File: config.mk
export PLATFORM = sky130hd
export DESIGN_NAME = load_cell_force_conditioner_unit
export DESIGN_NICKNAME = d
export VERILOG_FILES = /design/src/lcfc_pkg.sv /design/src/lcfc_divider.sv /design/src/load_cell_force_conditioner_unit.sv
export SDC_FILE = /design/constraint.sdc
export NUM_CORES = 1
export LEC_CHECK = 0
export BUFFER_PORTS_ARGS = -buffer_cell sky130_fd_sc_hd__buf_2
export CAP_MARGIN = 5
export CORE_MARGIN = 2
export CORE_UTILIZATION = 61
export DETAILED_ROUTE_END_ITERATION = 12
export GPL_TIMING_DRIVEN = 0
export PLACE_DENSITY = 0.79
export SLEW_MARGIN = 20
export SYNTH_ARGS = -nofsm -noshare
export SYNTH_HDL_FRONTEND = slang
export SYNTH_SLANG_ARGS = --single-unit
File: constraint.sdc
create_clock -name clk -period 8.29 [get_ports clk]
set_clock_uncertainty 0.1 [all_clocks]
set_input_delay 0.4145 -clock clk [delete_from_list [all_inputs] [get_ports clk]]
set_output_delay 0.4145 -clock clk [all_outputs]
set_load 0.05 [all_outputs]
File: src/lcfc_pkg.sv
// Shared widths, register indexes, reset values and status codes of the force conditioner.
`default_nettype none
package lcfc_pkg;

  localparam int FRAC_BITS_DEF    = 16;
  localparam int FILTER_SHIFT_DEF = 2;

  localparam int RAW_W      = 24;
  localparam int CPL_W      = 21;
  localparam int DB_W       = 16;
  localparam int STALE_W    = 16;
  localparam int TIME_W     = 32;
  localparam int FORCE_W    = 32;
  localparam int STATUS_W   = 2;
  localparam int CFG_IDX_W  = 3;
  localparam int CFG_DATA_W = 24;

  localparam logic [CFG_IDX_W-1:0] REG_CAL_MODE    = 3'd0;
  localparam logic [CFG_IDX_W-1:0] REG_ZERO_OFFSET = 3'd1;
  localparam logic [CFG_IDX_W-1:0] REG_CPL         = 3'd2;
  localparam logic [CFG_IDX_W-1:0] REG_DEADBAND    = 3'd3;
  localparam logic [CFG_IDX_W-1:0] REG_STALE_LIMIT = 3'd4;

  localparam logic                      CAL_MODE_RST    = 1'b0;
  localparam logic signed [RAW_W-1:0]   ZERO_OFFSET_RST = 24'sd0;
  localparam logic signed [CPL_W-1:0]   CPL_RST         = 21'sd2280;
  localparam logic [DB_W-1:0]           DEADBAND_RST    = 16'd19661;
  localparam logic [STALE_W-1:0]        STALE_LIMIT_RST = 16'd350;

  localparam logic signed [FORCE_W-1:0] FORCE_MAX = 32'sh7FFF_FFFF;
  localparam logic signed [FORCE_W-1:0] FORCE_MIN = 32'sh8000_0000;

  typedef enum logic [STATUS_W-1:0] {
    ST_FRESH = 2'd0,
    ST_HELD  = 2'd1,
    ST_STALE = 2'd2
  } status_t;

endpackage
`default_nettype wire

File: src/lcfc_divider.sv
// Restoring unsigned divider, one quotient bit per cycle.
`default_nettype none
module lcfc_divider #(
  parameter int NUM_W = 41,
  parameter int DEN_W = 21
) (
  input  logic             clk,
  input  logic             rst,
  input  logic             start,
  input  logic [NUM_W-1:0] dividend,
  input  logic [DEN_W-1:0] divisor,
  output logic             done,
  output logic [NUM_W-1:0] quotient
);

  localparam int CNT_W = $clog2(NUM_W + 1);

  logic             busy;
  logic [CNT_W-1:0] cnt;
  logic [DEN_W-1:0] rem;
  logic [DEN_W-1:0] den;
  logic [NUM_W-1:0] dq;     // dividend bits shift out at the top, quotient bits in at the bottom
  logic [DEN_W:0]   trial;
  logic [DEN_W:0]   trial_sub;
  logic             ge;

  assign trial     = {rem, dq[NUM_W-1]};
  assign ge        = trial >= {1'b0, den};
  assign trial_sub = trial - {1'b0, den};
  assign quotient  = dq;

  always_ff @(posedge clk) begin
    if (rst) begin
      busy <= 1'b0;
      done <= 1'b0;
      cnt  <= '0;
    end else begin
      done <= 1'b0;
      if (start) begin
        busy <= 1'b1;
        cnt  <= CNT_W'(NUM_W);
      end else if (busy) begin
        cnt <= cnt - CNT_W'(1);
        if (cnt == CNT_W'(1)) begin
          busy <= 1'b0;
          done <= 1'b1;
        end
      end
    end
  end

  always_ff @(posedge clk) begin
    if (start) begin
      rem <= '0;
      den <= divisor;
      dq  <= dividend;
    end else if (busy) begin
      rem <= ge ? trial_sub[DEN_W-1:0] : trial[DEN_W-1:0];
      dq  <= {dq[NUM_W-2:0], ge};
    end
  end

endmodule
`default_nettype wire

File: src/load_cell_force_conditioner_unit.sv
// Top level of the load cell force conditioner: sequencer, filter state and output register.
//
//   channel  direction  handshake               payload
//   in       sink       in_valid / in_ready     sample_ready, raw_count, now_ms
//   out      source     out_valid / out_ready   force_q16, status
//   cfg      sink       cfg_wr_en               cfg_addr, cfg_wdata
//
// A poll with a sample runs from accept through the serial divider, which gives one
// quotient bit a cycle, then a done flag, saturation, filter update and publish.
// A poll without a sample goes from accept straight to the publish step.
// in_ready is high only while the sequencer is idle; the output register may still
// hold an untaken result then, and the publish step waits on it.
// Synchronous reset clears the filter, the time stamp and out_valid, and sets the configuration registers to defaults.
`default_nettype none
module load_cell_force_conditioner_unit #(
  parameter int FRAC_BITS    = lcfc_pkg::FRAC_BITS_DEF,
  parameter int FILTER_SHIFT = lcfc_pkg::FILTER_SHIFT_DEF
) (
  input  logic                                    clk,
  input  logic                                    rst,
  input  logic                                    in_valid,
  output logic                                    in_ready,
  input  logic                                    sample_ready,
  input  logic signed [lcfc_pkg::RAW_W-1:0]       raw_count,
  input  logic        [lcfc_pkg::TIME_W-1:0]      now_ms,
  output logic                                    out_valid,
  input  logic                                    out_ready,
  output logic signed [lcfc_pkg::FORCE_W-1:0]     force_q16,
  output logic        [lcfc_pkg::STATUS_W-1:0]    status,
  input  logic                                    cfg_wr_en,
  input  logic        [lcfc_pkg::CFG_IDX_W-1:0]   cfg_addr,
  input  logic        [lcfc_pkg::CFG_DATA_W-1:0]  cfg_wdata
);
  import lcfc_pkg::*;

  localparam int DIFF_W = RAW_W + 1;
  localparam int NUM_W  = DIFF_W + FRAC_BITS;

  typedef enum logic [4:0] {
    S_IDLE = 5'b00001,
    S_DIV  = 5'b00010,
    S_CONV = 5'b00100,
    S_FILT = 5'b01000,
    S_PUB  = 5'b10000
  } state_t;

  state_t state;

  logic                      calibration_mode;
  logic signed [RAW_W-1:0]   zero_offset;
  logic signed [CPL_W-1:0]   counts_per_lb;
  logic [DB_W-1:0]           deadband_q16;
  logic [STALE_W-1:0]        stale_limit_ms;

  logic signed [FORCE_W-1:0] filtered_force;
  logic                      filter_primed;
  logic [TIME_W-1:0]         last_fresh_time;
  logic [TIME_W-1:0]         now_lat;
  logic                      q_neg;
  logic                      num_zero;
  logic signed [FORCE_W-1:0] conv_force;
  status_t                   st_code;
  logic signed [FORCE_W-1:0] force_out;
  status_t                   status_out;

  logic                      accept;
  logic signed [DIFF_W-1:0]  diff;
  logic [DIFF_W-1:0]         diff_mag;
  logic [CPL_W-1:0]          cpl_mag;
  logic [NUM_W-1:0]          dividend;
  logic [TIME_W-1:0]         elapsed;
  logic                      held_ok;
  logic                      div_done;
  logic [NUM_W-1:0]          quot;
  logic                      ovf_pos;
  logic                      ovf_neg;
  logic signed [FORCE_W-1:0] conv_next;
  logic signed [FORCE_W:0]   fd;
  logic signed [FORCE_W:0]   fstep;
  logic signed [FORCE_W+1:0] fsum;
  logic signed [FORCE_W-1:0] filt_next;
  logic [FORCE_W:0]          f_abs;
  logic signed [FORCE_W-1:0] pub_force;
  logic                      out_free;

  assign in_ready  = (state == S_IDLE);
  assign accept    = in_valid && in_ready;
  assign force_q16 = force_out;
  assign status    = status_out;
  assign out_free  = !out_valid || out_ready;

  // conversion set-up
  assign diff     = {raw_count[RAW_W-1], raw_count} - {zero_offset[RAW_W-1], zero_offset};
  assign diff_mag = diff[DIFF_W-1] ? DIFF_W'(-diff) : DIFF_W'(diff);
  assign cpl_mag  = counts_per_lb[CPL_W-1] ? CPL_W'(-counts_per_lb) : CPL_W'(counts_per_lb);
  assign dividend = {diff_mag, {FRAC_BITS{1'b0}}};

  assign elapsed = now_ms - last_fresh_time;
  assign held_ok = filter_primed && (elapsed <= {{(TIME_W-STALE_W){1'b0}}, stale_limit_ms});

  lcfc_divider #(
    .NUM_W(NUM_W),
    .DEN_W(CPL_W)
  ) u_div (
    .clk     (clk),
    .rst     (rst),
    .start   (accept && sample_ready),
    .dividend(dividend),
    .divisor (cpl_mag),
    .done    (div_done),
    .quotient(quot)
  );

  // sign and saturation; a zero divisor leaves an all-ones quotient, which saturates unless the difference is zero
  assign ovf_pos = |quot[NUM_W-1:FORCE_W-1];
  assign ovf_neg = (|quot[NUM_W-1:FORCE_W]) || (quot[FORCE_W-1] && (|quot[FORCE_W-2:0]));

  always_comb begin
    if (num_zero) begin
      conv_next = '0;
    end else if (q_neg) begin
      conv_next = ovf_neg ? FORCE_MIN : -$signed(quot[FORCE_W-1:0]);
    end else begin
      conv_next = ovf_pos ? FORCE_MAX : $signed(quot[FORCE_W-1:0]);
    end
  end

  // filter update: arithmetic shift gives floor of the scaled difference
  assign fd    = {conv_force[FORCE_W-1], conv_force} - {filtered_force[FORCE_W-1], filtered_force};
  assign fstep = fd >>> FILTER_SHIFT;
  assign fsum  = {fstep[FORCE_W], fstep} + {{2{filtered_force[FORCE_W-1]}}, filtered_force};

  always_comb begin
    if (fsum > $signed({2'b00, FORCE_MAX})) begin
      filt_next = FORCE_MAX;
    end else if (fsum < $signed({2'b11, FORCE_MIN})) begin
      filt_next = FORCE_MIN;
    end else begin
      filt_next = fsum[FORCE_W-1:0];
    end
  end

  // stale zeroing, deadband and clamp of negative force; calibration mode bypasses deadband and clamp
  assign f_abs = filtered_force[FORCE_W-1] ?
                 (FORCE_W+1)'(-{filtered_force[FORCE_W-1], filtered_force}) :
                 {1'b0, filtered_force};

  always_comb begin
    if (st_code == ST_STALE) begin
      pub_force = '0;
    end else if (calibration_mode) begin
      pub_force = filtered_force;
    end else if (f_abs <= {{(FORCE_W+1-DB_W){1'b0}}, deadband_q16}) begin
      pub_force = '0;
    end else if (filtered_force[FORCE_W-1]) begin
      pub_force = '0;
    end else begin
      pub_force = filtered_force;
    end
  end

  always_ff @(posedge clk) begin
    if (rst) begin
      state            <= S_IDLE;
      out_valid        <= 1'b0;
      calibration_mode <= CAL_MODE_RST;
      zero_offset      <= ZERO_OFFSET_RST;
      counts_per_lb    <= CPL_RST;
      deadband_q16     <= DEADBAND_RST;
      stale_limit_ms   <= STALE_LIMIT_RST;
      filtered_force   <= '0;
      filter_primed    <= 1'b0;
      last_fresh_time  <= '0;
      st_code          <= ST_FRESH;
    end else begin
      if (state == S_PUB && out_free) begin
        out_valid <= 1'b1;
      end else if (out_ready) begin
        out_valid <= 1'b0;
      end

      if (cfg_wr_en) begin
        case (cfg_addr)
          REG_CAL_MODE: begin
            calibration_mode <= cfg_wdata[0];
          end
          REG_ZERO_OFFSET: begin
            zero_offset    <= $signed(cfg_wdata[RAW_W-1:0]);
            filtered_force <= '0;
            filter_primed  <= 1'b0;
          end
          REG_CPL: begin
            counts_per_lb  <= $signed(cfg_wdata[CPL_W-1:0]);
            filtered_force <= '0;
            filter_primed  <= 1'b0;
          end
          REG_DEADBAND: begin
            deadband_q16 <= cfg_wdata[DB_W-1:0];
          end
          REG_STALE_LIMIT: begin
            stale_limit_ms <= cfg_wdata[STALE_W-1:0];
          end
          default: begin
          end
        endcase
      end

      case (state)
        S_IDLE: begin
          if (accept) begin
            if (sample_ready) begin
              state <= S_DIV;
            end else begin
              state <= S_PUB;
              if (held_ok) begin
                st_code <= ST_HELD;
              end else begin
                st_code        <= ST_STALE;
                filtered_force <= '0;
                filter_primed  <= 1'b0;
              end
            end
          end
        end
        S_DIV: begin
          if (div_done) begin
            state <= S_CONV;
          end
        end
        S_CONV: begin
          state <= S_FILT;
        end
        S_FILT: begin
          if (filter_primed) begin
            filtered_force <= filt_next;
          end else begin
            filtered_force <= conv_force;
            filter_primed  <= 1'b1;
          end
          last_fresh_time <= now_lat;
          st_code         <= ST_FRESH;
          state           <= S_PUB;
        end
        S_PUB: begin
          if (out_free) begin
            state <= S_IDLE;
          end
        end
        default: begin
          state <= S_IDLE;
        end
      endcase
    end
  end

  always_ff @(posedge clk) begin
    if (accept) begin
      now_lat  <= now_ms;
      q_neg    <= diff[DIFF_W-1] ^ counts_per_lb[CPL_W-1];
      num_zero <= (diff_mag == '0);
    end
    if (state == S_CONV) begin
      conv_force <= conv_next;
    end
    if (state == S_PUB && out_free) begin
      force_out  <= pub_force;
      status_out <= st_code;
    end
  end

`ifndef SYNTH
  a_poll_to_pub: assert property (@(posedge clk) disable iff (rst)
    accept && !sample_ready |=> state == S_PUB)
    else $error("poll without sample did not go straight to publish");

  a_pub_waits: assert property (@(posedge clk) disable iff (rst)
    state == S_PUB && out_valid && !out_ready |=> state == S_PUB && out_valid)
    else $error("publish step overran an untaken result");

  a_unprimed_zero: assert property (@(posedge clk) disable iff (rst)
    state == S_IDLE && !filter_primed |-> filtered_force == '0)
    else $error("unprimed filter holds a non-zero value");

  a_stale_zero: assert property (@(posedge clk) disable iff (rst)
    $rose(out_valid) && status_out == ST_STALE |-> force_out == '0)
    else $error("stale result carries a non-zero force");

  a_div_done: assert property (@(posedge clk) disable iff (rst)
    div_done |-> state == S_DIV)
    else $error("divider finished outside the divide step");
`endif

endmodule
`default_nettype wire
# Word level (Yosys, flattened, before mapping)
# Cells that the tools add are included.
[totals] memories=0 input_bits=89 rom_bits=0 wordCells=129 latchBits=0 reg_bits=342 output_inout_bits=36 ram_bits=0
[op_classes] multipliers=0 addsub=10 eq_ne=15 n_bitwise=2 shifts=0 mux=45 reduce_logical=26 n_lt_le_gt_ge=5 div_mod_pow=0
[ops] op="32-bit two-way mux" count=12
[ops] op="41-bit two-way mux" count=2
[ops] op="32-bit one-hot mux with 2 select lines" count=1
[ops] op="31-bit two-way mux" count=2
[ops] op="31-bit by 32-bit adder with 33-bit output" count=1
[ops] op="33-bit by 32-bit greater-than comparator with 1-bit output (second input constant)" count=1
[ops] op="33-bit by 16-bit <= comparator with 1-bit output" count=1
[ops] op="33-bit by 32-bit less-than comparator with 1-bit output (second input constant)" count=1
[ops] op="33-bit two-way mux" count=1
[ops] op="33-bit negation" count=1
[ops] op="32-bit by 32-bit subtractor with 33-bit output" count=1
[ops] op="32-bit by 16-bit <= comparator with 1-bit output" count=1
[ops] op="32-bit negation" count=1
[ops] op="32-bit subtractor" count=1
[ops] op="31-bit OR reduction" count=1
[ops] op="25-bit logical NOT" count=1
[ops] op="25-bit two-way mux" count=1
[ops] op="25-bit negation" count=1
[ops] op="5-bit one-hot mux with 5 select lines" count=1
[ops] op="24-bit by 24-bit subtractor with 25-bit output" count=1
[ops] op="22-bit by 21-bit greater-or-equal comparator with 1-bit output" count=1
[ops] op="21-bit two-way mux" count=1
[ops] op="21-bit negation" count=1
[ops] op="21-bit subtractor" count=1
[ops] op="other kinds (33)" count=66

# Logic depth before layout (Yosys ltp)
[logic_depth] word_depth=8 ltp_mapped=26

# Hierarchy
# From an unflattened synthesis, not the netlist that was laid out.
[unflattened] cells_unflattened=2863 hier_area_um2=24171.9
[by_module_without_submodules] mod="load_cell_force_conditioner_unit" cells_per_inst=2436 area_each_um2=19337.3 seq_area_each_um2=6025.8 n_inst=1
[by_module_without_submodules] mod="lcfc_divider" cells_per_inst=427 area_each_um2=4834.6 seq_area_each_um2=2442.3 n_inst=1

# Least setup slack after synthesis
# No wires, ideal clock.
[synth_path] path_type="register to register" start="reg filtered_force[2]" end="reg filtered_force[8]" n_path_buf=2 period_less_slack_ps=6054 arrival_ps=5883 required_time_ps=8120 stages_incl_launch_ff=27 path_slack_ps=2236 cell_sequence="dfxtp_1 > inv_1 > ha_1 > a21o_1 > a31o_2 > a41o_1 > a221oi_2 > a21oi_1 > a221o_1 > a221o_1 > a41oi_2 > nor2b_1 > nor2_1 > xnor2_1 > ha_1 > clkbuf_1 > and3_1 > and2_1 > a21oi_1 > o32a_1 > a41o_1 > o41ai_2 > nor4bb_1 > nor3_1 > clkbuf_1 > a31oi_1 > o2bb2ai_1"
[synth_via] elab_chain_cells=7
[synth_rtl] item="start, declared" line="load_cell_force_conditioner_unit.sv:55" source="logic signed [FORCE_W-1:0] filtered_force;"
[synth_rtl] item="start signal, assigned" line="load_cell_force_conditioner_unit.sv:235" source="filtered_force <= filt_next;"
[synth_rtl] item="start signal, assigned" line="load_cell_force_conditioner_unit.sv:237" source="filtered_force <= conv_force;"
[synth_rtl] item="32-bit by 32-bit subtractor with 33-bit output" line="load_cell_force_conditioner_unit.sv:129" source="assign fd = {conv_force[FORCE_W-1], conv_force} - {filtered_force[FORCE_W-1], filtered_force};"
[synth_rtl] item="31-bit by 32-bit adder with 33-bit output *" line="load_cell_force_conditioner_unit.sv:131" source="assign fsum = {fstep[FORCE_W], fstep} + {{2{filtered_force[FORCE_W-1]}}, filtered_force};"
[synth_rtl] item="33-bit by 32-bit less-than comparator with 1-bit output" line="load_cell_force_conditioner_unit.sv:136" source="end else if (fsum < $signed({2'b11, FORCE_MIN})) begin"
[synth_rtl] item="32-bit two-way mux" line="load_cell_force_conditioner_unit.sv:136"
[synth_rtl] item="32-bit two-way mux *" line="load_cell_force_conditioner_unit.sv:134" source="if (fsum > $signed({2'b00, FORCE_MAX})) begin"
[synth_rtl] item="32-bit two-way mux *" line="load_cell_force_conditioner_unit.sv:234" source="if (filter_primed) begin"
[synth_rtl] item="32-bit one-hot mux with 2 select lines *" line="load_cell_force_conditioner_unit.sv:208" source="case (state)"
# Every way passes the cells marked *; elsewhere a longest branch is shown, timed or not.
# A chain may end at the register's enable or synchronous reset.

# Worst setup path in the final report
[layout_path] start="reg filtered_force[2]" end="reg filtered_force[30]"
# Same word-level chain as after synthesis.

==> out/qor.txt <==
Area fraction in and, or, nand and nor cells after synthesis: 19.8%
Lkg Pwr: 10.4 nW
WL final: 71400 µm
Initial core utilization: 62.0%
Clk sinks: 342
Routed Antenna Nets: 0
Register area share after synthesis: 34.5%
Worst min path class: in2reg
IO buf count: 124
GRT Residual Overflow: 0
Post-synth top flop: dfxtp_1
Minimum clock period: 7.71 ns
Mapped Avg Cell Area: 8.27 µm²
Vias per inst: 6.29
Multi-input gate area: 14500 µm²
R2R Setup Slk: 0.58 ns
Status: completed
First-pass DRT Iterations: 6
DRT iter0 DRCs: 2030
Filler instances: 3077
CP Class: reg2reg
Worst-path fanout max: 10
Number of cell rows: 72
Fmax: 130 MHz
Final hold violations: 0
Clock Latency Late Sink: 0.56 ns
Final setup fails: 0
Tot GR Track Use: 34.3%
Clk root buf: clkbuf_16
Worst hold stages: 3
Largest family of logic cells by synthesized area: compound AO/OA/AOI/OAI gates
Fraction of the mapped netlist area in adder cells: 9.97%
Setup_tns: 0 ns
Core Area: 38800 µm²
DRC: 0
Hold Startpoint: cfg_wdata[19]
GR peak layer: met2
Mux contribution to synthesized area: 1.50%
Slew @ Worst Pin: 0.951 ns
Pwr per Cell Area: 182 nW/µm²
Share of layout cells above drive strength 1: 8.21%
DP Wirelength: 54400 µm
Largest net degree at the start of global routing: 33
Gpl congestion: 0.948
Async SR Flop Fraction: 0%
Synth Cell Area: 24100 µm²
Pins Over Slew Limit: 0
Htree depth: 2
Hold endpoint: zero_offset[19]
Critical R2R Launch: filtered_force[2]
Layout area overhead: 12.2%
VDD IR max: 0.189 mV
Die width: 203 µm
Crit end category: flip-flop
Number of synthesized flops with an enable pin: 146
Synth Area in Compound Gates: 23.3%
First-pass GRT wire length: 113000 µm
Cell variety after synth: 105
Clk slew on worst S/H paths: 0.07 ns
Crit path required time: 8.68 ns
Die ar.: 41100 µm²
Period utilization: 93.0%
Chip Height: 203 µm
WP data arrival: 8.10 ns
Io pins: 125
M2 GR Usage: 56.4%
R2r endpoint: filtered_force[30]
Register-to-Register Path Depth: 26
Initial antenna violation count: 2
Synth warn: 0
Grt met3 use: 5.36%
Met1 usage: 44.5%
Most common cell after layout, fill and taps aside: nand2_1
Most frequent cells in the layout: 357 x nand2_1, 330 x a21oi_1, 201 x nor2_1, 196 x dfxtp_1, 192 x inv_1
TritonCTS clock tree: built
Total Power: 0.00492 W
Yosys reg bits: 342
Worst-case clock buffer depth: 3
Post-Synthesis Cells: 2912
Critical Path Start Type: flip-flop
Number of nets at the end of the flow: 3385
Xor and xnor area share after synthesis: 5.60%
Max Cap Viol: 0
CTS Buf Count: 39
RSZ-0062 raised after global routing: false
DR WL/cell: 19.5 µm
Syn_nets: 3184
DR vias: 23000
Register area: 8310 µm²
Number of global-route vias before repair: 21900
Slew HR: 36.5%
per-layer routing:
metal,part of all wire [%],vias to the layer above
li1,-,11000
met4,4.7,2
met5,0.0098,-
met2,46,954
met3,7.5,190
met1,42,10900
kinds of logic (layout without fill, tap and decap cells):
group / Yosys count / in the layout
XOR/XNOR: 154 / 154
flip-flops: 342 / 342
adder cells (fa/ha/maj): 191 / 191
multiplexers: 36 / 36
AND/OR/NAND/NOR: 980 / 980
other: 0 / 2
AO/OA/AOI/OAI: 876 / 876
buffers and inverters: 333 / 564
flip-flops by register name (all words and copies together) (netlist names):
name              count
calibration_mode      1
conv_force           32
counts_per_lb        21
deadband_q16         16
filter_primed         1
filtered_force       32
force_q16            32
last_fresh_time      32
now_lat              32
num_zero              1
out_valid             1
q_neg                 1
st_code               2
stale_limit_ms       16
state                 5
status                2
u_div.busy            1
u_div.cnt             6
u_div.den            21
u_div.done            1
u_div.quotient       41
u_div.rem            21
zero_offset          24
worst max-delay path, stage by stage (launching register included):
cell and delay [ns]:
dfxtp_1 0.43, inv_1 0.18, ha_1 0.37, a21o_1 0.20, a31o_2 0.25, a41o_1 0.34
a221oi_2 0.43, a21oi_1 0.23, a221o_1 0.44, a221o_1 0.41, a41oi_2 0.35, nor2b_1 0.08
nor2_1 0.12, xnor2_1 0.12, ha_1 0.30, clkbuf_1 0.31, and3_1 0.26, and2_1 0.23
a21oi_1 0.11, o32a_1 0.36, a41o_1 0.25, o41ai_2 0.14, a2111oi_0 0.18, nor3_2 0.43
clkbuf_1 0.60, a31oi_1 0.22, o2bb2ai_1 0.20
stage by stage:
stage / setup WS [ns] / util [%] / instances / hold WS, ns / cell area [µm²]
floorplan: 2.24 / - / 2912 / 0.322 / 24100
global placement: 0.734 / 65.3 / 3554 / 0.342 / 25300
detailed placement: 0.547 / 65.5 / 3556 / 0.347 / 25400
CTS: 0.511 / 69.6 / 3661 / 0.00616 / 27000
global route: 0.197 / 69.6 / 3661 / 0.0151 / 27000
finish: 0.581 / 69.6 / 3663 / 0.0210 / 27000
synthesized netlist by cell type, types with 30 or more instances:
cell	count	area, µm²
nor3_1	56	280
nand2b_1	31	194
edfxtp_1	146	4380
nand2_1	357	1340
ha_1	179	2240
o31ai_1	30	225
dfxtp_1	196	3920
clkbuf_1	118	443
a21o_1	62	465
nor2b_1	36	225
inv_1	194	728
xnor2_1	105	920
xor2_1	49	429
o21ai_0	160	801
a21oi_1	330	1650
nand3_1	86	430
o21a_1	34	255
mux2i_1	36	360
a211oi_1	35	263
nor2_1	201	754
layout make-up:
type | count | share of cell area, %
multi-input cells | 2237 | 53.6
flip-flops and latches | 342 | 30.7
clock buffers | 51 | 3.93
repair buffers | 160 | 3.76
inverters | 194 | 2.69
well taps | 518 | 2.40
plain buffers | 139 | 2.12
clock inverters | 20 | 0.745
diodes | 2 | 0.0185
power breakdown:
part,internal (W),leakage [nW],switching (W)
logic,0.000452,6.89,0.000748
clock network,0.00103,0.615,0.000723
registers,0.00188,2.89,0.0000880
repair_timing:
action,in CTS,in global routing
hold buffers,34,0
buffers inserted,0,0
setup endpoints to repair,0,2
hold endpoints to repair,34,0
resized for setup,0,1
worst max path at each step:
stage	from	slack, ns	depth (start not counted)	end
after floorplan	filtered_force[2]	2.24	26	filtered_force[8]
after global placement	filtered_force[2]	0.73	23	filtered_force[30]
after detailed placement	filtered_force[2]	0.55	26	filtered_force[30]
after CTS	filtered_force[2]	0.51	26	filtered_force[30]
after global routing	filtered_force[2]	0.20	26	filtered_force[30]
final	filtered_force[2]	0.58	26	filtered_force[30]
(Power assumes the default switching activity.)
